===== config.mk =====
export PLATFORM = sky130hd
export DESIGN_NAME = life_generation_stream
export DESIGN_NICKNAME = d
export VERILOG_FILES = /design/src/design/lgs_pkg.sv /design/src/design/life_generation_stream.sv /design/src/design/lgs_ram.sv
export SDC_FILE = /design/constraint.sdc
export NUM_CORES = 1
export LEC_CHECK = 0
export ABC_AREA = 1
export BUFFER_PORTS_ARGS = -buffer_cell sky130_fd_sc_hd__buf_2
export CAP_MARGIN = 20
export CORE_UTILIZATION = 60
export CTS_CLUSTER_DIAMETER = 100
export DETAILED_ROUTE_END_ITERATION = 12
export HOLD_SLACK_MARGIN = 0.06
export MAX_ROUTING_LAYER = met4
export PLACE_DENSITY = 0.78
export SYNTH_ARGS = -nofsm -noshare
export SYNTH_HDL_FRONTEND = slang
export SYNTH_SLANG_ARGS = --single-unit
export TNS_END_PERCENT = 1

===== constraint.sdc =====
create_clock -name clk_i -period 6.3 [get_ports clk_i]
set_input_delay 0.945 -clock clk_i [delete_from_list [all_inputs] [get_ports clk_i]]
set_output_delay 0.945 -clock clk_i [all_outputs]
set_load 0.01 [all_outputs]

===== src/design/lgs_pkg.sv =====
package lgs_pkg;

  // Configuration port geometry
  localparam int CfgIdxW  = 2;
  localparam int CfgDataW = 6;

  // Register indexes
  localparam logic [CfgIdxW-1:0] CFG_GRID_COLUMNS = 2'd0;
  localparam logic [CfgIdxW-1:0] CFG_GRID_ROWS    = 2'd1;

  localparam logic [CfgDataW-1:0] GridColumnsReset = 6'd20;
  localparam logic [CfgDataW-1:0] GridRowsReset    = 6'd20;

  // Population field width
  localparam int PopW = 11;

  // Output queue depth
  localparam int OutDepth = 4;

  typedef struct packed {
    logic            next_alive;
    logic            frame_last;
    logic [PopW-1:0] population;
  } out_item_t;

  // B3/S23 applied to the center (bit 4) of a 3x3 window
  function automatic logic life_rule(input logic [8:0] w);
    logic [3:0] n;
    n = '0;
    for (int i = 0; i < 9; i++) begin
      if (i != 4) begin
        n = n + 4'(w[i]);
      end
    end
    return (n == 4'd3) || (w[4] && (n == 4'd2));
  endfunction

endpackage


===== src/design/life_generation_stream.sv =====
// Streaming Game of Life engine, rule B3/S23, one cell per item.
// Input channel: in_valid_i / in_stall_o carry cell_alive_i, the cells of one
// generation in raster order (grid_columns cells per row, grid_rows rows).
// Output channel: out_valid_o / out_stall_i carry next_alive_o in the same
// raster order; frame_last_o marks the final cell of a generation and
// population_o then holds its live-cell count (zero on all other items).
// Cells outside the grid count as dead.
// Config channel: cfg_valid_i / cfg_ready_o with cfg_index_i and cfg_data_i;
// index 0 is grid_columns, index 1 grid_rows. A valid write to either
// register restarts the generation. Write only while the block is idle.
// Throughput: one item per cycle while in_stall_o is low, set by the single
// read-modify-write port pair of the two-line store. The result for a cell
// leaves one row plus one cell of input behind it. After the last cell of a
// generation the input stalls while the engine feeds a dead border row and a
// tail step and emits the remaining results.
// A full output queue stalls the input; nothing is dropped.
// Reset: grid size returns to 20 x 20, position, window and tally clear.
// No clearing pass is needed: line entries are written before being read.
module life_generation_stream #(
  parameter int MAX_COLUMNS = 32,
  parameter int MAX_ROWS    = 32
) (
  input  logic                           clk_i,
  input  logic                           rst_ni,
  input  logic                           in_valid_i,
  output logic                           in_stall_o,
  input  logic                           cell_alive_i,
  output logic                           out_valid_o,
  input  logic                           out_stall_i,
  output logic                           next_alive_o,
  output logic                           frame_last_o,
  output logic [lgs_pkg::PopW-1:0]       population_o,
  input  logic                           cfg_valid_i,
  output logic                           cfg_ready_o,
  input  logic [lgs_pkg::CfgIdxW-1:0]    cfg_index_i,
  input  logic [lgs_pkg::CfgDataW-1:0]   cfg_data_i
);

  import lgs_pkg::*;

  // Columns saturate at 31 so a flush never exceeds 32 results
  localparam int ColLimit = (MAX_COLUMNS > 31) ? 31 : MAX_COLUMNS;
  localparam int ColW     = $clog2(ColLimit);
  localparam int RowW     = $clog2(MAX_ROWS);
  localparam int RowsBits = $clog2(MAX_ROWS + 1);
  localparam int RowCmpW  = (RowsBits > CfgDataW) ? RowsBits : CfgDataW;
  localparam int PtrW     = $clog2(OutDepth);
  localparam int CntW     = $clog2(OutDepth + 1);

  localparam logic [1:0] ST_RUN   = 2'd0;
  localparam logic [1:0] ST_FLUSH = 2'd1;
  localparam logic [1:0] ST_TAIL  = 2'd2;

  // ---------------------------------------------------------------------
  // Configuration registers
  // ---------------------------------------------------------------------
  logic [CfgDataW-1:0] grid_cols_q, grid_rows_q;
  logic                cfg_write;

  assign cfg_ready_o = 1'b1;
  assign cfg_write   = cfg_valid_i &&
                       ((cfg_index_i == CFG_GRID_COLUMNS) || (cfg_index_i == CFG_GRID_ROWS));

  always_ff @(posedge clk_i or negedge rst_ni) begin
    if (!rst_ni) begin
      grid_cols_q <= GridColumnsReset;
      grid_rows_q <= GridRowsReset;
    end else if (cfg_valid_i) begin
      if (cfg_index_i == CFG_GRID_COLUMNS) begin
        grid_cols_q <= cfg_data_i;
      end
      if (cfg_index_i == CFG_GRID_ROWS) begin
        grid_rows_q <= cfg_data_i;
      end
    end
  end

  // Last column and last row in use, after clamping
  logic [ColW-1:0] cols_last;
  logic [RowW-1:0] rows_last;

  always_comb begin
    if (grid_cols_q == '0) begin
      cols_last = '0;
    end else if (grid_cols_q > CfgDataW'(ColLimit)) begin
      cols_last = ColW'(ColLimit - 1);
    end else begin
      cols_last = ColW'(grid_cols_q - CfgDataW'(1));
    end
  end

  always_comb begin
    if (grid_rows_q == '0) begin
      rows_last = '0;
    end else if (RowCmpW'(grid_rows_q) > RowCmpW'(MAX_ROWS)) begin
      rows_last = RowW'(MAX_ROWS - 1);
    end else begin
      rows_last = RowW'(grid_rows_q - CfgDataW'(1));
    end
  end

  // ---------------------------------------------------------------------
  // Step sequencer: real cells, then a dead border row, then one tail step
  // ---------------------------------------------------------------------
  logic [1:0]      state_q, state_d;
  logic [ColW-1:0] col_q, col_d;
  logic [RowW-1:0] row_q, row_d;

  logic [CntW-1:0] fifo_cnt_q;
  logic            s1_valid_q;
  logic            credit;

  logic            s0_issue;
  logic            s0_cell;
  logic [ColW-1:0] s0_addr;
  logic            s0_top_en;
  logic            s0_mid_en;
  logic            s0_last;
  logic            in_accept;

  assign credit     = (fifo_cnt_q + CntW'(s1_valid_q)) < CntW'(OutDepth);
  assign in_stall_o = !((state_q == ST_RUN) && credit);
  assign in_accept  = in_valid_i && !in_stall_o;

  always_comb begin
    state_d   = state_q;
    col_d     = col_q;
    row_d     = row_q;
    s0_issue  = 1'b0;
    s0_cell   = 1'b0;
    s0_addr   = col_q;
    s0_top_en = 1'b0;
    s0_mid_en = 1'b0;
    s0_last   = 1'b0;
    unique case (state_q)
      ST_RUN: begin
        s0_issue  = in_accept;
        s0_cell   = cell_alive_i;
        s0_top_en = row_q > RowW'(1);
        s0_mid_en = row_q != '0;
        if (in_accept) begin
          if (col_q == cols_last) begin
            col_d = '0;
            if (row_q == rows_last) begin
              row_d   = '0;
              state_d = ST_FLUSH;
            end else begin
              row_d = row_q + RowW'(1);
            end
          end else begin
            col_d = col_q + ColW'(1);
          end
        end
      end
      ST_FLUSH: begin
        s0_issue  = credit;
        s0_top_en = rows_last != '0;
        s0_mid_en = 1'b1;
        if (credit) begin
          if (col_q == cols_last) begin
            col_d   = '0;
            state_d = ST_TAIL;
          end else begin
            col_d = col_q + ColW'(1);
          end
        end
      end
      ST_TAIL: begin
        s0_issue  = credit;
        s0_addr   = '0;
        s0_top_en = 1'b1;
        s0_mid_en = 1'b1;
        s0_last   = 1'b1;
        if (credit) begin
          state_d = ST_RUN;
        end
      end
      default: begin
        state_d = ST_RUN;
      end
    endcase
    // Restart the generation on any register write
    if (cfg_write) begin
      state_d = ST_RUN;
      col_d   = '0;
      row_d   = '0;
    end
  end

  always_ff @(posedge clk_i or negedge rst_ni) begin
    if (!rst_ni) begin
      state_q <= ST_RUN;
      col_q   <= '0;
      row_q   <= '0;
    end else begin
      state_q <= state_d;
      col_q   <= col_d;
      row_q   <= row_d;
    end
  end

  // ---------------------------------------------------------------------
  // Line store: entry c holds {row above, current row} at column c
  // ---------------------------------------------------------------------
  logic [1:0]      ram_rdata;
  logic [1:0]      ram_wdata;
  logic            s1_cell_q, s1_top_en_q, s1_mid_en_q, s1_last_q;
  logic [ColW-1:0] s1_addr_q;
  logic            fwd_q, fwd_d;
  logic [1:0]      fwd_data_q;

  lgs_ram #(
    .Width(2),
    .Depth(ColLimit)
  ) u_line_ram (
    .clk_i  (clk_i),
    .we_i   (s1_valid_q),
    .waddr_i(s1_addr_q),
    .wdata_i(ram_wdata),
    .raddr_i(s0_addr),
    .rdata_o(ram_rdata)
  );

  // Forward the write of the step ahead when both touch the same column
  assign fwd_d = s0_issue && s1_valid_q && (s0_addr == s1_addr_q);

  always_ff @(posedge clk_i or negedge rst_ni) begin
    if (!rst_ni) begin
      s1_valid_q <= 1'b0;
      fwd_q      <= 1'b0;
    end else begin
      s1_valid_q <= s0_issue;
      fwd_q      <= fwd_d;
    end
  end

  always_ff @(posedge clk_i) begin
    s1_cell_q   <= s0_cell;
    s1_addr_q   <= s0_addr;
    s1_top_en_q <= s0_top_en;
    s1_mid_en_q <= s0_mid_en;
    s1_last_q   <= s0_last;
    fwd_data_q  <= ram_wdata;
  end

  // ---------------------------------------------------------------------
  // Stage 1: window update, rule, tally
  // ---------------------------------------------------------------------
  logic [8:0]      window_q, window_d;
  logic [PopW-1:0] tally_q, tally_d;
  logic [1:0]      mem_word;
  logic [2:0]      col_bits;
  logic [8:0]      win_shift, emit_bits;
  logic            col0, emit, alive, push;
  logic [PopW-1:0] tally_sum;
  out_item_t       push_item;

  assign mem_word  = fwd_q ? fwd_data_q : ram_rdata;
  assign col_bits  = {s1_cell_q, s1_mid_en_q & mem_word[0], s1_top_en_q & mem_word[1]};
  assign ram_wdata = {mem_word[0], s1_cell_q};
  assign col0      = s1_addr_q == '0;
  assign win_shift = {col_bits, window_q[8:3]};
  // At column 0 the window still holds the previous row's end: close its right edge
  assign emit_bits = col0 ? {3'b000, window_q[8:3]} : win_shift;
  assign emit      = col0 ? s1_top_en_q : s1_mid_en_q;
  assign alive     = life_rule(emit_bits);
  assign tally_sum = tally_q + PopW'(alive);
  assign push      = s1_valid_q && emit;

  assign push_item.next_alive = alive;
  assign push_item.frame_last = s1_last_q;
  assign push_item.population = s1_last_q ? tally_sum : '0;

  always_comb begin
    window_d = window_q;
    tally_d  = tally_q;
    if (cfg_write) begin
      window_d = '0;
      tally_d  = '0;
    end else if (s1_valid_q) begin
      if (s1_last_q) begin
        window_d = '0;
        tally_d  = '0;
      end else begin
        window_d = col0 ? {col_bits, 6'b000000} : win_shift;
        if (emit) begin
          tally_d = tally_sum;
        end
      end
    end
  end

  always_ff @(posedge clk_i or negedge rst_ni) begin
    if (!rst_ni) begin
      window_q <= '0;
      tally_q  <= '0;
    end else begin
      window_q <= window_d;
      tally_q  <= tally_d;
    end
  end

  // ---------------------------------------------------------------------
  // Output queue: decouples the engine from a stalling receiver
  // ---------------------------------------------------------------------
  out_item_t       fifo_q [OutDepth];
  logic [PtrW-1:0] wr_ptr_q, rd_ptr_q;
  logic            pop;
  out_item_t       head;

  assign out_valid_o = fifo_cnt_q != '0;
  assign pop         = out_valid_o && !out_stall_i;
  assign head        = fifo_q[rd_ptr_q];

  assign next_alive_o = head.next_alive;
  assign frame_last_o = head.frame_last;
  assign population_o = head.population;

  always_ff @(posedge clk_i or negedge rst_ni) begin
    if (!rst_ni) begin
      wr_ptr_q   <= '0;
      rd_ptr_q   <= '0;
      fifo_cnt_q <= '0;
    end else begin
      if (push) begin
        wr_ptr_q <= wr_ptr_q + PtrW'(1);
      end
      if (pop) begin
        rd_ptr_q <= rd_ptr_q + PtrW'(1);
      end
      if (push && !pop) begin
        fifo_cnt_q <= fifo_cnt_q + CntW'(1);
      end else if (pop && !push) begin
        fifo_cnt_q <= fifo_cnt_q - CntW'(1);
      end
    end
  end

  always_ff @(posedge clk_i) begin
    if (push) begin
      fifo_q[wr_ptr_q] <= push_item;
    end
  end

`ifndef ASSERT_OFF
  a_queue_no_overflow: assert property (@(posedge clk_i) disable iff (!rst_ni)
    push && !pop |-> fifo_cnt_q != CntW'(OutDepth))
    else $error("output queue overflow");

  a_tail_emits: assert property (@(posedge clk_i) disable iff (!rst_ni)
    s1_valid_q && s1_last_q |-> emit)
    else $error("final step produced no result");

  a_pop_only_on_last: assert property (@(posedge clk_i) disable iff (!rst_ni)
    out_valid_o && !frame_last_o |-> population_o == '0)
    else $error("population on a non-final item");

  a_flush_follows_last: assert property (@(posedge clk_i) disable iff (!rst_ni)
    in_accept && (col_q == cols_last) && (row_q == rows_last) && !cfg_write
    |=> state_q == ST_FLUSH)
    else $error("no flush after last cell");
`endif

endmodule


===== src/design/lgs_ram.sv =====
module lgs_ram #(
  parameter int Width = 2,
  parameter int Depth = 32,
  localparam int AddrW = $clog2(Depth)
) (
  input  logic             clk_i,
  input  logic             we_i,
  input  logic [AddrW-1:0] waddr_i,
  input  logic [Width-1:0] wdata_i,
  input  logic [AddrW-1:0] raddr_i,
  output logic [Width-1:0] rdata_o
);

  logic [Width-1:0] mem_q [Depth];

  always_ff @(posedge clk_i) begin
    if (we_i) begin
      mem_q[waddr_i] <= wdata_i;
    end
    rdata_o <= mem_q[raddr_i];
  end

endmodule

==> reports/results.tsv <==
stage	metric	value	unit
global_route	total overflow reported by the global router	0	
global_route	total global routing track utilization	25.7	%
die	core box area	13300	sq um
drt	Detailed Routing Iterations Pass 1	5	
worst_setup_path	data required time at the worst endpoint	6.47	ns
cells_and_area	nets@finish	892	
worst_setup_path	CP Capture Type	flop	
drt	vias	5841	
clocking	# hold bufs at CTS	0	
global_route	maximum number of pins on one net before global-route repair	51	
power	net switching power	1.57	mW
drt	drc violations	0	
cells_and_area	final-layout fill cell count	964	
yosys	gate count of the mapped netlist	818	
cells_and_area	most frequent cells in the layout	nor2_1 (133), nand2_1 (118), edfxtp_1 (114)	
sta	largest clock skew in the final design	0.00756	ns
drt	post-DR vias/cell	5.61	
die	initial core utilization	62.0	%
power	LEAKAGE	3.63	nW
global_route	number of antenna violations at the first check in global routing	0	
yosys	EDFF count, synth	114	
power	PD cells	459	nW/um^2
power	share of total power in sequential cells	39.2	%
global_route	first-pass GRT wire length	27.3	mm
yosys	sequential area share after synthesis	60.0	%
worst_setup_path	Data arrival, critical path	4.87	ns
worst_setup_path	slack of the worst reg-to-reg path	1.60	ns
cells_and_area	area grow syn2layout	11.3	%
die	full die area	14200	sq um
yosys	cell type contributing the most total cell area after synthesis	edfxtp_1	
yosys	post-synth top area share	41.6	%
die	floorplan die height	119	microns
job	max-capacitance violation count	0	
drt	Initial DRC Count	471	
sta	RSZ-0062 raised after global routing	false	
worst_setup_path	Worst Setup Path Type	flop to flop	
clocking	CTS H-Tree Depth	4	
worst_setup_path	CP max-delay cell	fa_1	
cells_and_area	diode insertion count for antenna repair	0	
sta	max frequency	213	MHz
hold_path	worst hold path class	flop to flop	
clocking	clock insertion delay at the later pin of the skew report	0.43	ns
worst_setup_path	worst-path fanout max	5	
sta	Max Slew Vio Count	0	
sta	setup violators final	0	
cells_and_area	share of layout cells above drive strength 1	12.3	%
placed_design	quantity of I/O buffers inserted on ports	28	
yosys	Synth Net Count	858	
yosys	number of distinct library cells after synthesis	43	
clocking	Post-CTS Setup Inserts	0	
drt	highest layer used for signal routing	met4	
yosys	average cell area after synthesis	10.1	sq um
sta	setup tns final	0	ns
global_route	number of global-route vias before repair	5727	
cells_and_area	share of the core filled with cells in the final layout	69.0	%
power	switching part of the total power	37.2	%
sta	final critical-path required period	4.70	ns
worst_setup_path	cell breakdown of the critical path	fa_1 -> inv_1 -> fa_1 -> inv_1 -> fa_1 -> ha_1 -> fa_1 -> nor2_1 -> o221a_2 -> ha_1 -> ha_1 -> nand2_1 -> nor2_1 -> nand3_1 -> nor2_1 -> nand2_1 -> nor3_1 -> xor2_1 -> nor2_1	
yosys	flop and latch count out of synthesis	177	
sta	worst slew margin relative to its limit	42.2	%
yosys	Mapped Area	8240	sq um
sta	measured slew at the worst slew-check pin	0.866	ns
worst_setup_path	Critical Path Start Type	flop	
yosys	Async S/R FF share, synth	28.2	%
clocking	buffer depth of the longest clock path	2	
die	I/O pin count	30	
die	Rows	42	
yosys	cells taking the most area after synthesis	edfxtp_1 (42%), dfrtp_1 (14%), nor2_1 (6.1%)	
drt	remaining number of nets flagged by the antenna check after routing	0	
placed_design	final RePlAce weighted congestion	0.884	
drt	total wire length after detailed routing	16.1	mm
clocking	clock-pin slew on the worst setup and hold paths	0.06	ns
drt	DR WL met2	7.59	mm
placed_design	half-perimeter wire length after detailed placement	10.8	mm
clocking	post-cts resize count	0	
drt	length of routed wiring on met1	7.38	mm
power	maximum vdd drop	0.000297	V
drt	WL/cell	15.4	microns
clocking	clock tree from TritonCTS	built	
clocking	total number of clock tree sinks	177	
yosys	predominant post-synthesis flop cell	edfxtp_1	
die	die boundary width	119	microns
power	relative contribution of combinational cells to total power	34.8	%
clocking	clk root buf	clkbuf_16	
clocking	total CTS buffers	17	
yosys	number of warnings printed during yosys synthesis	0	
worst_setup_path	slowest cell delay on critical path	0.55	ns
run_status	status	finished, final reports clean	
power	cell internal pwr	2.64	mW
sta	ratio of final minimum period to clock period	74.6	%
sta	number of hold violations in the final report	0	
power	clock network fraction of total power	25.9	%
drt	Detail Route met3 WL	848	microns
cells_and_area	most frequent standard cell in the layout excluding fill and tap cells	nor2_1	
==> power groups by stage <==
stage	clock, mW	sequential [mW]	combinational (mW)
4_1_cts	1.10	1.65	1.46
3_3_place_gp	0	1.66	1.40
3_5_place_dp	0	1.67	1.45
6_report	1.09	1.65	1.47
5_1_grt	1.15	1.68	1.66
2_1_floorplan	0	1.62	1.10
==> kinds of logic after synthesis <==
kind of cell             Yosys count  synth area share (%)
flip-flops                       177                  60.0
XOR/XNOR                          20                  2.22
other                              1                0.0455
multiplexers                       1                 0.137
adder cells (fa/ha/maj)           26                  4.41
buffers and inverters            102                  4.94
AND/OR/NAND/NOR                  331                  17.6
AO/OA/AOI/OAI                    160                  10.7
==> registers in the layout, indices dropped and copies added (netlist names), 3 cells and up <==
name              count
fifo_cnt_q            3
row_q                 5
u_line_ram.mem_q     62
tally_q              11
s1_addr_q             5
fifo_q               52
grid_rows_q           6
grid_cols_q           6
col_q                 5
window_q              6
==> cell type report <==
cell class | count | area, sq um | share of cell area [%]
well taps | 176 | 220 | 2.40
multi-input cells | 539 | 2890 | 31.5
inverters | 82 | 308 | 3.36
repair buffers | 35 | 193 | 2.10
clock inverters | 13 | 186 | 2.03
flip-flops and latches | 177 | 4940 | 53.9
clock buffers | 19 | 433 | 4.72
==> Yosys cell counts (3+ instances only) <==
cell type	n
nor2_2	6
a21oi_1	14
ha_1	21
dfrtp_1	46
fa_1	5
nand3_1	49
clkbuf_1	9
nand2_1	118
nor2_4	3
nand3_2	3
o21ai_1	22
buf_2	6
xor2_1	16
nor2_1	133
buf_4	4
o21ai_0	79
inv_2	10
o22ai_1	38
nand2_2	6
edfxtp_1	114
xnor2_1	3
dfstp_2	4
dfxtp_1	13
inv_1	71
==> through the flow <==
stage | total power, mW | area (sq um) | instances | worst slack (ns) | hold slack, ns
after global routing | 4.49 | 9170 | 1041 | 1.24 | 0.524
final | 4.21 | 9170 | 1041 | 1.60 | 0.505
after detailed placement | 3.12 | 8550 | 1009 | 1.59 | 0.493
after CTS | 4.22 | 9170 | 1041 | 1.59 | 0.508
after global placement | 3.05 | 8550 | 1009 | 1.74 | 0.478
after floorplan | 2.71 | 8240 | 818 | 1.81 | 0.453
==> path summary, 6_finish.rpt <==
| kind | depth (start not counted) | endpoint | start |
|---|---|---|---|
| worst min register to register | 2 | grid_cols_q[4] | grid_cols_q[4] |
| worst min-delay path | 2 | grid_cols_q[4] | grid_cols_q[4] |
| worst max-delay path | 19 | fifo_q[3][10] | window_q[3] |
| min in group asynchronous | 2 | tally_q[7] | rst_ni |
| worst max register to register | 19 | fifo_q[3][10] | window_q[3] |
| max in group asynchronous | 2 | window_q[7] | rst_ni |
==> routing by layer <==
layer | GRT usage (%) | up-vias
li1 | - | 2858
met1 | 33.6 | 2790
met2 | 40.3 | 172
met3 | 4.74 | 21
met4 | 9.89 | 0
met5 | - | -
==> worst max-delay path: cells and delay by family, from the launching register on <==
family | cells | cell delay [ns]
fa+ha+maj | 7 | 2.54
simple gates | 8 | 0.94
flops | 1 | 0.40
compound gates | 1 | 0.23
xor+xnor | 1 | 0.21
buf+inv | 2 | 0.11
Power figures use the tool's default switching activity.
